`config.mk`:
```
export PLATFORM = sky130hd
export DESIGN_NAME = nibble_check_frame_transmitter_core
export DESIGN_NICKNAME = d
export VERILOG_FILES = /design/src/hw/rtl/nfc_pkg.sv /design/src/hw/rtl/nfc_ring_mem.sv /design/src/hw/rtl/nibble_check_frame_transmitter_core.sv
export SDC_FILE = /design/constraint.sdc
export NUM_CORES = 1
export LEC_CHECK = 0
export ABC_AREA = 0
export ABC_CLOCK_PERIOD_IN_PS = 4200
export BUFFER_PORTS_ARGS = -buffer_cell sky130_fd_sc_hd__buf_2
export CAP_MARGIN = 20
export CORE_ASPECT_RATIO = 0.7
export CORE_MARGIN = 2
export CORE_UTILIZATION = 45
export CTS_CLUSTER_SIZE = 12
export DETAILED_ROUTE_END_ITERATION = 6
export RECOVER_POWER = 25
export SETUP_SLACK_MARGIN = 0.4
export SKIP_CTS_REPAIR_TIMING = 1
export SLEW_MARGIN = 5
export SYNTH_ARGS = -nofsm -noshare
export SYNTH_HDL_FRONTEND = slang
export SYNTH_HIERARCHICAL = 1
export SYNTH_SLANG_ARGS = --single-unit
```
`constraint.sdc`:
```
create_clock -name clk_i -period 4.2 [get_ports clk_i]
set_input_delay 0.84 -clock clk_i [delete_from_list [all_inputs] [get_ports clk_i]]
set_output_delay 0.84 -clock clk_i [all_outputs]
set_load 0.005 [all_outputs]
```
`src/hw/rtl/nfc_pkg.sv`:
```
// ----------------------------------------------------------------------------
// nfc_pkg: shared definitions of the nibble-check frame transmitter
// Opcodes, frame constants, result record and the header check function.
// ----------------------------------------------------------------------------
package nfc_pkg;

  localparam int unsigned RingDepthDefault = 16;

  localparam logic OpEnqueue = 1'b0;
  localparam logic OpSend    = 1'b1;

  localparam logic [7:0] SyncByte   = 8'h55;
  localparam logic [3:0] NibbleMask = 4'hF;

  typedef struct packed {
    logic       tx_valid;
    logic [7:0] tx_byte;
    logic       dropped;
  } res_t;

  // Check nibble: all-ones minus the sum of id and both data nibbles, mod 16.
  function automatic logic [3:0] frame_check(logic [3:0] id, logic [7:0] data);
    logic [3:0] sum;
    sum = id + data[3:0] + data[7:4];
    return NibbleMask - sum;
  endfunction

endpackage

```
`src/hw/rtl/nfc_ring_mem.sv`:
```
// ----------------------------------------------------------------------------
// nfc_ring_mem: single-port byte ring storage
// One access per cycle, write or read; read data is registered.
// ----------------------------------------------------------------------------
module nfc_ring_mem #(
  parameter int unsigned Depth = nfc_pkg::RingDepthDefault,
  parameter int unsigned AddrW = $clog2(Depth)
) (
  input  logic             clk_i,
  input  logic             we_i,
  input  logic             re_i,
  input  logic [AddrW-1:0] addr_i,
  input  logic [7:0]       wdata_i,
  output logic [7:0]       rdata_o
);

  logic [7:0] mem_q [Depth];
  logic [7:0] rdata_q;

  always_ff @(posedge clk_i) begin
    if (we_i) begin
      mem_q[addr_i] <= wdata_i;
    end
  end

  // Hold read data until the next read.
  always_ff @(posedge clk_i) begin
    if (re_i) begin
      rdata_q <= mem_q[addr_i];
    end
  end

  assign rdata_o = rdata_q;

endmodule

```
`src/hw/rtl/nibble_check_frame_transmitter_core.sv`:
```
// ----------------------------------------------------------------------------
// nibble_check_frame_transmitter_core: framing transmitter over a byte ring
//
// Input channel (in_valid_i/in_ready_o) carries one command per beat. An
// enqueue (opcode 0) builds a frame of sync 0x55, header {check, id} and the
// data byte and writes it into the ring, or flags dropped when fewer than
// three entries are free. A send (opcode 1) pops one byte when line_ready_i
// is set and the ring holds data. The ring keeps one entry unused, so it
// holds at most RING_DEPTH-1 bytes.
// Output channel (out_valid_o/out_ready_i) returns exactly one result beat
// per command, with the fill level after the command (modulo 16).
// An enqueue writes the frame one byte per state on the single memory port
// (StIdle, StHdr, StDat); a send that pops reads in StIdle, takes data in StRd;
// a drop or empty send goes to StResp. One command is in work at a time; a new
// command is taken while the previous result waits in the output register.
// A stalled receiver holds the finished command in a pending state until the
// output register frees up, and no new command is taken meanwhile.
// Reset empties the ring by clearing both pointers; no clearing pass.
// ----------------------------------------------------------------------------
module nibble_check_frame_transmitter_core #(
  parameter int unsigned RING_DEPTH = nfc_pkg::RingDepthDefault
) (
  input  logic       clk_i,
  input  logic       rst_ni,
  input  logic       in_valid_i,
  output logic       in_ready_o,
  input  logic       opcode_i,
  input  logic [3:0] msg_id_i,
  input  logic [7:0] msg_data_i,
  input  logic       line_ready_i,
  output logic       out_valid_o,
  input  logic       out_ready_i,
  output logic       tx_valid_o,
  output logic [7:0] tx_byte_o,
  output logic       dropped_o,
  output logic [3:0] fill_level_o
);

  localparam int unsigned PtrW = $clog2(RING_DEPTH);

  typedef enum logic [4:0] {
    StIdle = 5'b00001,
    StHdr  = 5'b00010,
    StDat  = 5'b00100,
    StRd   = 5'b01000,
    StResp = 5'b10000
  } state_e;

  state_e          state_q, state_d;
  logic [PtrW-1:0] wptr_q, wptr_d, rptr_q, rptr_d;
  logic [3:0]      id_q, id_d;
  logic [7:0]      data_q, data_d;
  nfc_pkg::res_t   res_q, res_d, fin_res;

  logic            out_valid_q;
  nfc_pkg::res_t   out_res_q;
  logic [3:0]      fill_q;

  logic            mem_we, mem_re;
  logic [PtrW-1:0] mem_addr;
  logic [7:0]      mem_wdata, mem_rdata;

  logic            finish, slot_free, out_load;
  logic [PtrW:0]   fill_cur, fill_next;
  logic [PtrW+4:0] fill_ext;

  function automatic logic [PtrW-1:0] ptr_next(logic [PtrW-1:0] p);
    return (p == PtrW'(RING_DEPTH - 1)) ? '0 : p + 1'b1;
  endfunction

  function automatic logic [PtrW:0] ring_fill(logic [PtrW-1:0] w, logic [PtrW-1:0] r);
    logic [PtrW:0] we, re;
    we = {1'b0, w};
    re = {1'b0, r};
    return (we >= re) ? (we - re) : (we + (PtrW+1)'(RING_DEPTH) - re);
  endfunction

  nfc_ring_mem #(
    .Depth (RING_DEPTH),
    .AddrW (PtrW)
  ) u_ring_mem (
    .clk_i   (clk_i),
    .we_i    (mem_we),
    .re_i    (mem_re),
    .addr_i  (mem_addr),
    .wdata_i (mem_wdata),
    .rdata_o (mem_rdata)
  );

  assign fill_cur  = ring_fill(wptr_q, rptr_q);
  assign slot_free = !out_valid_q || out_ready_i;

  // One command at a time, so ring reads and writes never touch the same
  // entry in overlapping cycles.
  always_comb begin
    state_d   = state_q;
    wptr_d    = wptr_q;
    rptr_d    = rptr_q;
    id_d      = id_q;
    data_d    = data_q;
    res_d     = res_q;
    mem_we    = 1'b0;
    mem_re    = 1'b0;
    mem_addr  = wptr_q;
    mem_wdata = nfc_pkg::SyncByte;
    finish    = 1'b0;
    fin_res   = res_q;
    unique case (state_q)
      StIdle: begin
        if (in_valid_i) begin
          id_d   = msg_id_i;
          data_d = msg_data_i;
          res_d  = '0;
          if (opcode_i == nfc_pkg::OpEnqueue) begin
            if (fill_cur >= (PtrW+1)'(RING_DEPTH - 3)) begin
              res_d.dropped = 1'b1;
              state_d       = StResp;
            end else begin
              mem_we  = 1'b1;
              wptr_d  = ptr_next(wptr_q);
              state_d = StHdr;
            end
          end else if (line_ready_i && (rptr_q != wptr_q)) begin
            mem_re   = 1'b1;
            mem_addr = rptr_q;
            state_d  = StRd;
          end else begin
            state_d = StResp;
          end
        end
      end
      StHdr: begin
        mem_we    = 1'b1;
        mem_wdata = {nfc_pkg::frame_check(id_q, data_q), id_q};
        wptr_d    = ptr_next(wptr_q);
        state_d   = StDat;
      end
      StDat: begin
        mem_we    = 1'b1;
        mem_wdata = data_q;
        wptr_d    = ptr_next(wptr_q);
        finish    = 1'b1;
      end
      StRd: begin
        rptr_d           = ptr_next(rptr_q);
        fin_res.tx_valid = 1'b1;
        fin_res.tx_byte  = mem_rdata;
        fin_res.dropped  = 1'b0;
        finish           = 1'b1;
      end
      StResp: begin
        finish = 1'b1;
      end
      default: begin
        state_d = StIdle;
      end
    endcase
    // Pointers are already advanced; park the result if the output is busy.
    if (finish) begin
      res_d   = fin_res;
      state_d = slot_free ? StIdle : StResp;
    end
  end

  assign out_load  = finish && slot_free;
  assign fill_next = ring_fill(wptr_d, rptr_d);
  assign fill_ext  = {4'b0, fill_next};

  always_ff @(posedge clk_i or negedge rst_ni) begin
    if (!rst_ni) begin
      state_q     <= StIdle;
      wptr_q      <= '0;
      rptr_q      <= '0;
      out_valid_q <= 1'b0;
    end else begin
      state_q <= state_d;
      wptr_q  <= wptr_d;
      rptr_q  <= rptr_d;
      if (out_load) begin
        out_valid_q <= 1'b1;
      end else if (out_ready_i) begin
        out_valid_q <= 1'b0;
      end
    end
  end

  always_ff @(posedge clk_i) begin
    id_q   <= id_d;
    data_q <= data_d;
    res_q  <= res_d;
    if (out_load) begin
      out_res_q <= fin_res;
      fill_q    <= fill_ext[3:0];
    end
  end

  assign in_ready_o   = (state_q == StIdle);
  assign out_valid_o  = out_valid_q;
  assign tx_valid_o   = out_res_q.tx_valid;
  assign tx_byte_o    = out_res_q.tx_byte;
  assign dropped_o    = out_res_q.dropped;
  assign fill_level_o = fill_q;

  a_state_onehot : assert property (@(posedge clk_i) disable iff (!rst_ni)
    $onehot(state_q))
    else $error("state register is not one-hot");

  a_write_states : assert property (@(posedge clk_i) disable iff (!rst_ni)
    mem_we |-> (state_q == StIdle || state_q == StHdr || state_q == StDat))
    else $error("ring write outside of a frame write");

  a_read_follows_idle : assert property (@(posedge clk_i) disable iff (!rst_ni)
    (state_q == StRd) |-> ($past(state_q) == StIdle && $past(mem_re)))
    else $error("read data consumed without a preceding ring read");

  a_fill_bound : assert property (@(posedge clk_i) disable iff (!rst_ni)
    fill_cur <= (PtrW+1)'(RING_DEPTH - 1))
    else $error("ring fill exceeds capacity");

  a_result_excl : assert property (@(posedge clk_i) disable iff (!rst_ni)
    out_load |-> !(fin_res.tx_valid && fin_res.dropped))
    else $error("result both transmits and drops");

endmodule
```
== Word level (Yosys, flattened, before mapping) ==
Memories as Yosys holds them, arrays and structs flattened. A register that Yosys moved wholly into a read port is not among the register bits.
Index checks and enable logic that the tools add are counted.

* Register bits after elaboration: 50
* Output and inout port bits: 16
* Bits of input ports: 18
* Logic and storage cells: 90
* RAM bits: 128
* Memories: 1

{| class="wikitable"
|+ Memory list
! name !! words !! width !! read ports !! clocked after Yosys merged registers in !! write ports !! line !! text
|-
| u_ring_mem.mem_q || 16 || 8 || 1 || 1 || 1 || nfc_ring_mem.sv:17 || <nowiki>logic [7:0] mem_q [Depth];</nowiki>
|}

* Equal/unequal tests: 10
* Reduce and logical (&&, ||, !) cells: 12
* Add/subtract/negate cells: 11
* Order comparisons: 3
* Mux-type cells: 40

{| class="wikitable"
|+ Operator list
! operator !! number
|-
| $mux 4 || 11
|-
| $mux 10 || 4
|-
| $mux 5 || 7
|-
| $pmux 8 s2 || 1
|-
| $pmux 5 s3 || 1
|-
| $mux 1 || 14
|-
| $add 4x1->4 const B || 3
|-
| $add 4x4->4 || 2
|-
| $eq 4x4->1 const B || 2
|-
| $ge 4x4->1 || 2
|-
| $pmux 4 s2 || 1
|-
| $sub 4x4->4 || 2
|-
| $reduce_and 2->1 || 3
|-
| $reduce_bool 2->1 || 3
|-
| $add 4x5->5 const B || 1
|-
| $eq 5x1->1 const B || 1
|-
| $eq 5x2->1 const B || 1
|-
| $eq 5x3->1 const B || 1
|-
| $eq 5x4->1 const B || 1
|-
| $eq 5x5->1 const B || 1
|-
| $ge 5x4->1 const B || 1
|-
| $sub 4x4->5 || 1
|-
| $sub 5x4->5 || 1
|-
| $ne 4x4->1 || 1
|-
| other kinds (9) || 10
|}

== Logic depth before layout (Yosys ltp) ==
* Depth in word-level cells: 11
* Depth in mapped cells: 18
* Gate-level depth less buffers: 17

== By module ==
The synthesis kept the hierarchy.

{| class="wikitable"
|+ Modules (own cells, without submodules)
! module !! sequential area each (um2) !! cells each !! area an instance (um2) !! instances
|-
| nfc_ring_mem || 4083.9 || 230 || 5147.4 || 1
|-
| nibble_check_frame_transmitter_core || 1432.6 || 246 || 2726.4 || 1
|}

== Worst setup path after synthesis ==
Ideal clock, no wire load.

* Kind: register -> register
* Start point: register state_q[4]
* End point: memory u_ring_mem.mem_q[0][0] (enable)
* Path slack: 0.381 ns
* Arrival: 3.436 ns
* Library setup time: 0.383 ns
* Data required time: 3.817 ns
* Period minus slack after synthesis: 3.819 ns
* Buffers on the path: 0
* Stages on the path, launching flop included: 9
* Path through: dfrtp_1 -> nor3_1 -> nand3b_1 -> inv_1 -> nand2_1 -> nor3_1 -> mux2_2 -> or3b_2 -> nor3_1

* Elaborated cells between the ends (all ways): 8
* Classes of those cells: eq/ne (3); mux (4); reduce/logical (1)

{| class="wikitable"
|+ RTL lines
! element !! line !! text
|-
| start, declared || nibble_check_frame_transmitter_core.sv:49 || <nowiki>state_e state_q, state_d;</nowiki>
|-
| start signal, assigned || nibble_check_frame_transmitter_core.sv:171 || <nowiki>state_q <= StIdle;</nowiki>
|-
| start signal, assigned || nibble_check_frame_transmitter_core.sv:176 || <nowiki>state_q <= state_d;</nowiki>
|-
| $eq 5x1->1 || - ||
|-
| net in_ready_o || nibble_check_frame_transmitter_core.sv:26 || <nowiki>output logic in_ready_o,</nowiki>
|-
| $mux 4 || nibble_check_frame_transmitter_core.sv:108 || <nowiki>unique case (state_q)</nowiki>
|-
| net mem_addr[2] || nibble_check_frame_transmitter_core.sv:60 || <nowiki>logic [PtrW-1:0] mem_addr;</nowiki>
|-
| end, declared || nfc_ring_mem.sv:17 ||
|}

The timed path passes the listed nets, and every way through them passes these cells.

== Worst setup path after layout ==
* Start point: register wptr_q[0]
* End point: register fill_q[2] (netlist: fill_level_o[2]), data pin

* Word-level cells in the longest chain between the ends: 11
* Elaborated cells between the ends (all ways): 18
* Classes of those cells: add/sub (7); order compare (3); eq/ne (1); mux (7)

{| class="wikitable"
|+ Ends and longest elaborated chain
! element !! line !! text
|-
| start, declared || nibble_check_frame_transmitter_core.sv:50 || <nowiki>logic [PtrW-1:0] wptr_q, wptr_d, rptr_q, rptr_d;</nowiki>
|-
| start signal, assigned || nibble_check_frame_transmitter_core.sv:177 || <nowiki>wptr_q <= wptr_d;</nowiki>
|-
| $add 4x5->5 || nibble_check_frame_transmitter_core.sv:75 || <nowiki>return (we >= re) ? (we - re) : (we + (PtrW+1)'(RING_DEPTH) - re);</nowiki>
|-
| $sub 5x4->5 || nibble_check_frame_transmitter_core.sv:75 ||
|-
| $mux 5 || nibble_check_frame_transmitter_core.sv:75 ||
|-
| $ge 5x4->1 || nibble_check_frame_transmitter_core.sv:115 || <nowiki>if (fill_cur >= (PtrW+1)'(RING_DEPTH - 3)) begin</nowiki>
|-
| $mux 4 || nibble_check_frame_transmitter_core.sv:115 ||
|-
| $mux 4 || nibble_check_frame_transmitter_core.sv:114 || <nowiki>if (opcode_i == nfc_pkg::OpEnqueue) begin</nowiki>
|-
| $mux 4 || nibble_check_frame_transmitter_core.sv:110 || <nowiki>if (in_valid_i) begin</nowiki>
|-
| $pmux 4 s2 * || nibble_check_frame_transmitter_core.sv:108 ||
|-
| $add 4x1->4 || nibble_check_frame_transmitter_core.sv:75 ||
|-
| $sub 4x4->4 || nibble_check_frame_transmitter_core.sv:75 ||
|-
| $mux 4 * || nibble_check_frame_transmitter_core.sv:75 ||
|-
| net fill_next[2] || nibble_check_frame_transmitter_core.sv:64 || <nowiki>logic [PtrW:0] fill_cur, fill_next;</nowiki>
|-
| end signal, assigned || nibble_check_frame_transmitter_core.sv:193 || <nowiki>fill_q <= fill_ext[3:0];</nowiki>
|-
| end, declared || nibble_check_frame_transmitter_core.sv:57 || <nowiki>logic [3:0] fill_q;</nowiki>
|}

The timed path passes the listed nets; every way through them passes the cells marked *.
A chain may end at the register's enable or synchronous reset.

==> flow_summary.ini <==
[status]
status = complete, no violations

[placed_design]
gp_congestion = 0.891
io_buffer_count = 33
place_hpwl_um = 11000

[timing]
max_freq_mhz = 267
hold_viol = 0
setup_violations = 0
maxSlewViolCount = 0
fin_crit_ns = 3.75
worst_slew_pin_slew_ns = 1.02
max_slew_margin_pct = 32.3
rsz0062_at_grt = yes
tns_ns = 0
fin_worst_skew_ns = 0.0129
min_period_over_period_pct = 89.3

[drt]
routed_via_density = 5.51
antenna_left = 0
drt_wl_total_um = 16200
drc_errors = 0
firstDrtPassIters = 4
vias = 4318
drtIter0Drc = 407
wire_per_inst_um = 20.6

[final_layout]
nFillCells = 1390
syn_to_final_growth_pct = 15.4
diodes = 0
multi_input_area_mm2 = 0.00221
regArea_mm2 = 0.00552
layout.nets = 575
layout-drive-gt1-share_pct = 24.5

[yosys]
synth_fp_nets = 512
syn_avg_cell_area_um2 = 16.5
synth_simple_gate_area_share_pct = 7.37
synth.top_cells.by_area = edfxtp_1 66%, mux4_2 9.2%, dfrtp_1 4.1%
seq_area_frac_synth_pct = 70.1
synth_top_area_cell = edfxtp_1
synth_top_flop_cell = edfxtp_1
ys_async_sr_fraction_pct = 7.53
syn_area_mm2 = 0.00787
synthCells = 476
synth_seq_cells = 186
synthMuxAreaShare_pct = 10.0
synth_edf_count = 172
synthAdderAreaFrac_pct = 3.24
synth_compound_area_share_pct = 5.66
synthXorXnorAreaFrac_pct = 1.45
synth_top_family_by_area = multiplexers
yosysWarnings = 6
ys_types = 55
synth_top_area_share_pct = 65.6

[pwr]
internal_power_uw = 4200
seq_power_share_pct = 40.5
combPwrFrac_pct = 33.2
clkPwrFrac_pct = 26.3
ir_worst_vdd_uv = 344
powerDensity_mw_per_mm2 = 675
leakagePower_uw = 0.00319
switching_share_pct = 31.5
power.total_uw = 6140
p_switching_uw = 1930

[cts]
clkLatencyLatePin_ns = 0.43
clk_pin_slew_ns = 0.07
cts_htree_levels = 4
numClockSinks = 186
clockRootBuffer = clkbuf_16
cts_buffers = 17
ctsLongestPathBuffers = 2
cts_tree = yes

[critical_path]
start_kind = flop
critPathArrivalTime_ns = 3.93
path_cells = inv_2, ha_1, inv_1, fa_1, xor2_1, nand2_1, o22a_1, and4_4, or2_4, nor2_1, a21oi_1, ha_1, or3_1, o211a_1, o21ba_2, xnor2_1
slowest_stage = dfrtp_1
cp_max_fo = 11
ff2ff_path_depth = 16
crit_type = flop to flop
critPathTopFamily = simple AND/OR/NAND/NOR gates
required_ns = 4.38
critPathBufInv = 2
crit_cells = 16
worstSetupEndpointType = flop
critPathMaxStageDelay_ns = 0.42
crit_path_frequent_cell = ha_1

[floorplan]
rows = 40
die_h_um = 115
die_area_mm2 = 0.0186
ios = 34
start_util_pct = 45.9
core_mm2 = 0.0172
die_w_um = 162

[grt]
grt_pass1_vias = 4371
grt_usage_pct = 18.7
grt_overflow = 0
grt_max_degree = 40
grt_pass1_wl_um = 25200
antenna_found_initial = 0

[worst_hold_path]
holdCritPathClass = input pin to async pin

[job]
drv_cap = 0
## routing by layer
| metal | track usage [%] | part of all wire, % | vias up |
|---|---|---|---|
| met5 | 0 | 0 | - |
| li1 | - | - | 1970 |
| met2 | 26.7 | 45 | 115 |
| met1 | 28.0 | 49 | 2225 |
| met4 | 6.96 | 0.67 | 0 |
| met3 | 4.60 | 5.6 | 8 |
## synthesized netlist by cell type (4+ instances only)
library cell,count
mux2_2,6
ha_1,14
a21oi_1,6
nor2b_1,5
nor3_1,9
inv_1,21
edfxtp_1,172
nand2b_1,6
o21ai_0,6
nand3_1,4
mux4_2,32
xnor2_1,10
nor2_1,25
nand3b_1,5
fa_1,4
o21a_1,8
dfrtp_1,13
a22oi_1,21
nand2_1,49
buf_1,5
clkbuf_1,5
## path summary, 6_finish.rpt
| check | slack (ns) | endpoint | from |
|---|---|---|---|
| max | 0.45 | fill_level_o[2] | wptr_q[0] |
| min | 0.51 | state_q[3] | rst_ni |
| max reg2reg | 0.45 | fill_level_o[2] | wptr_q[0] |
| min reg2reg | 0.55 | tx_valid_o | res_q[9] |
| max in group asynchronous | 3.15 | wptr_q[2] | rst_ni |
| min in group clk_i | 0.55 | tx_valid_o | res_q[9] |
## power groups by stage
stage | Combinational (uW) | Sequential (uW) | Clock (uW)
5_1_grt | 2250 | 2510 | 1730
3_5_place_dp | 1990 | 2520 | 0
3_3_place_gp | 1940 | 2510 | 0
4_1_cts | 2000 | 2480 | 1660
6_report | 2030 | 2490 | 1610
2_1_floorplan | 1470 | 2490 | 0
## logic make-up after synthesis
group | after synthesis
xor gates and xnor gates | 13
DFF | 186
AOI/OAI and AO/OA | 62
buffers and inverters | 39
muxes | 38
and+or+nand+nor | 120
adders and majority gates | 18
## placed cells by master (no fill, tap or decap), drive strengths merged, types with 4 or more instances in the layout
master,n
edfxtp,172
buf,53
nand2,49
mux4,32
nor2,25
clkbuf,25
inv,24
a22oi,21
ha,14
dfrtp,13
xnor2,10
nor3,9
o21a,8
clkinv,8
nand2b,7
o21ai,7
a21oi,6
mux2,6
nor2b,5
nand3b,5
nand3,4
fa,4
a21o,4
## sequential cells by signal (all words and copies together) (netlist names)
register and flops:
wptr_q 4, out_valid_o 1, data_q 8, tx_valid_o 1, res_q 10, u_ring_mem/mem_q 128, state_q 5, tx_byte_o 8
u_ring_mem/rdata_o 8, id_q 4, rptr_q 4, dropped_o 1, fill_level_o 4
## worst register-to-register path, stage by stage, from the launching register on
cell and delay [ns]:
dfrtp_1 0.42, inv_2 0.13, ha_1 0.20, inv_1 0.07, fa_1 0.42, xor2_1 0.20
nand2_1 0.09, o22a_1 0.21, and4_4 0.21, or2_4 0.30, nor2_1 0.14, a21oi_1 0.06
ha_1 0.25, or3_1 0.38, o211a_1 0.13, o21ba_2 0.20, xnor2_1 0.11
## per-stage QoR
step	utilization, %	instances	instance area, um^2	hold slack (ns)	setup WS (ns)
6_report	52.9	783	9090	0.509	0.449
5_1_grt	52.9	783	9090	0.539	0.275
4_1_cts	52.7	778	9040	0.296	0.310
3_5_place_dp	49.2	746	8440	0.530	0.314
3_3_place_gp	49.2	746	8440	0.521	0.417
2_1_floorplan	-	476	7880	0.493	0.679
## layout make-up
type                    instances  share of cell area (%)
clock buffers                  17                    4.68
clock inverters                15                    1.90
inverters                      22                   0.909
multi-input cells             251                    24.4
flip-flops and latches        186                    60.7
well taps                     231                    3.18
repair buffers                 61                    4.24
(Power assumes the default switching activity.)
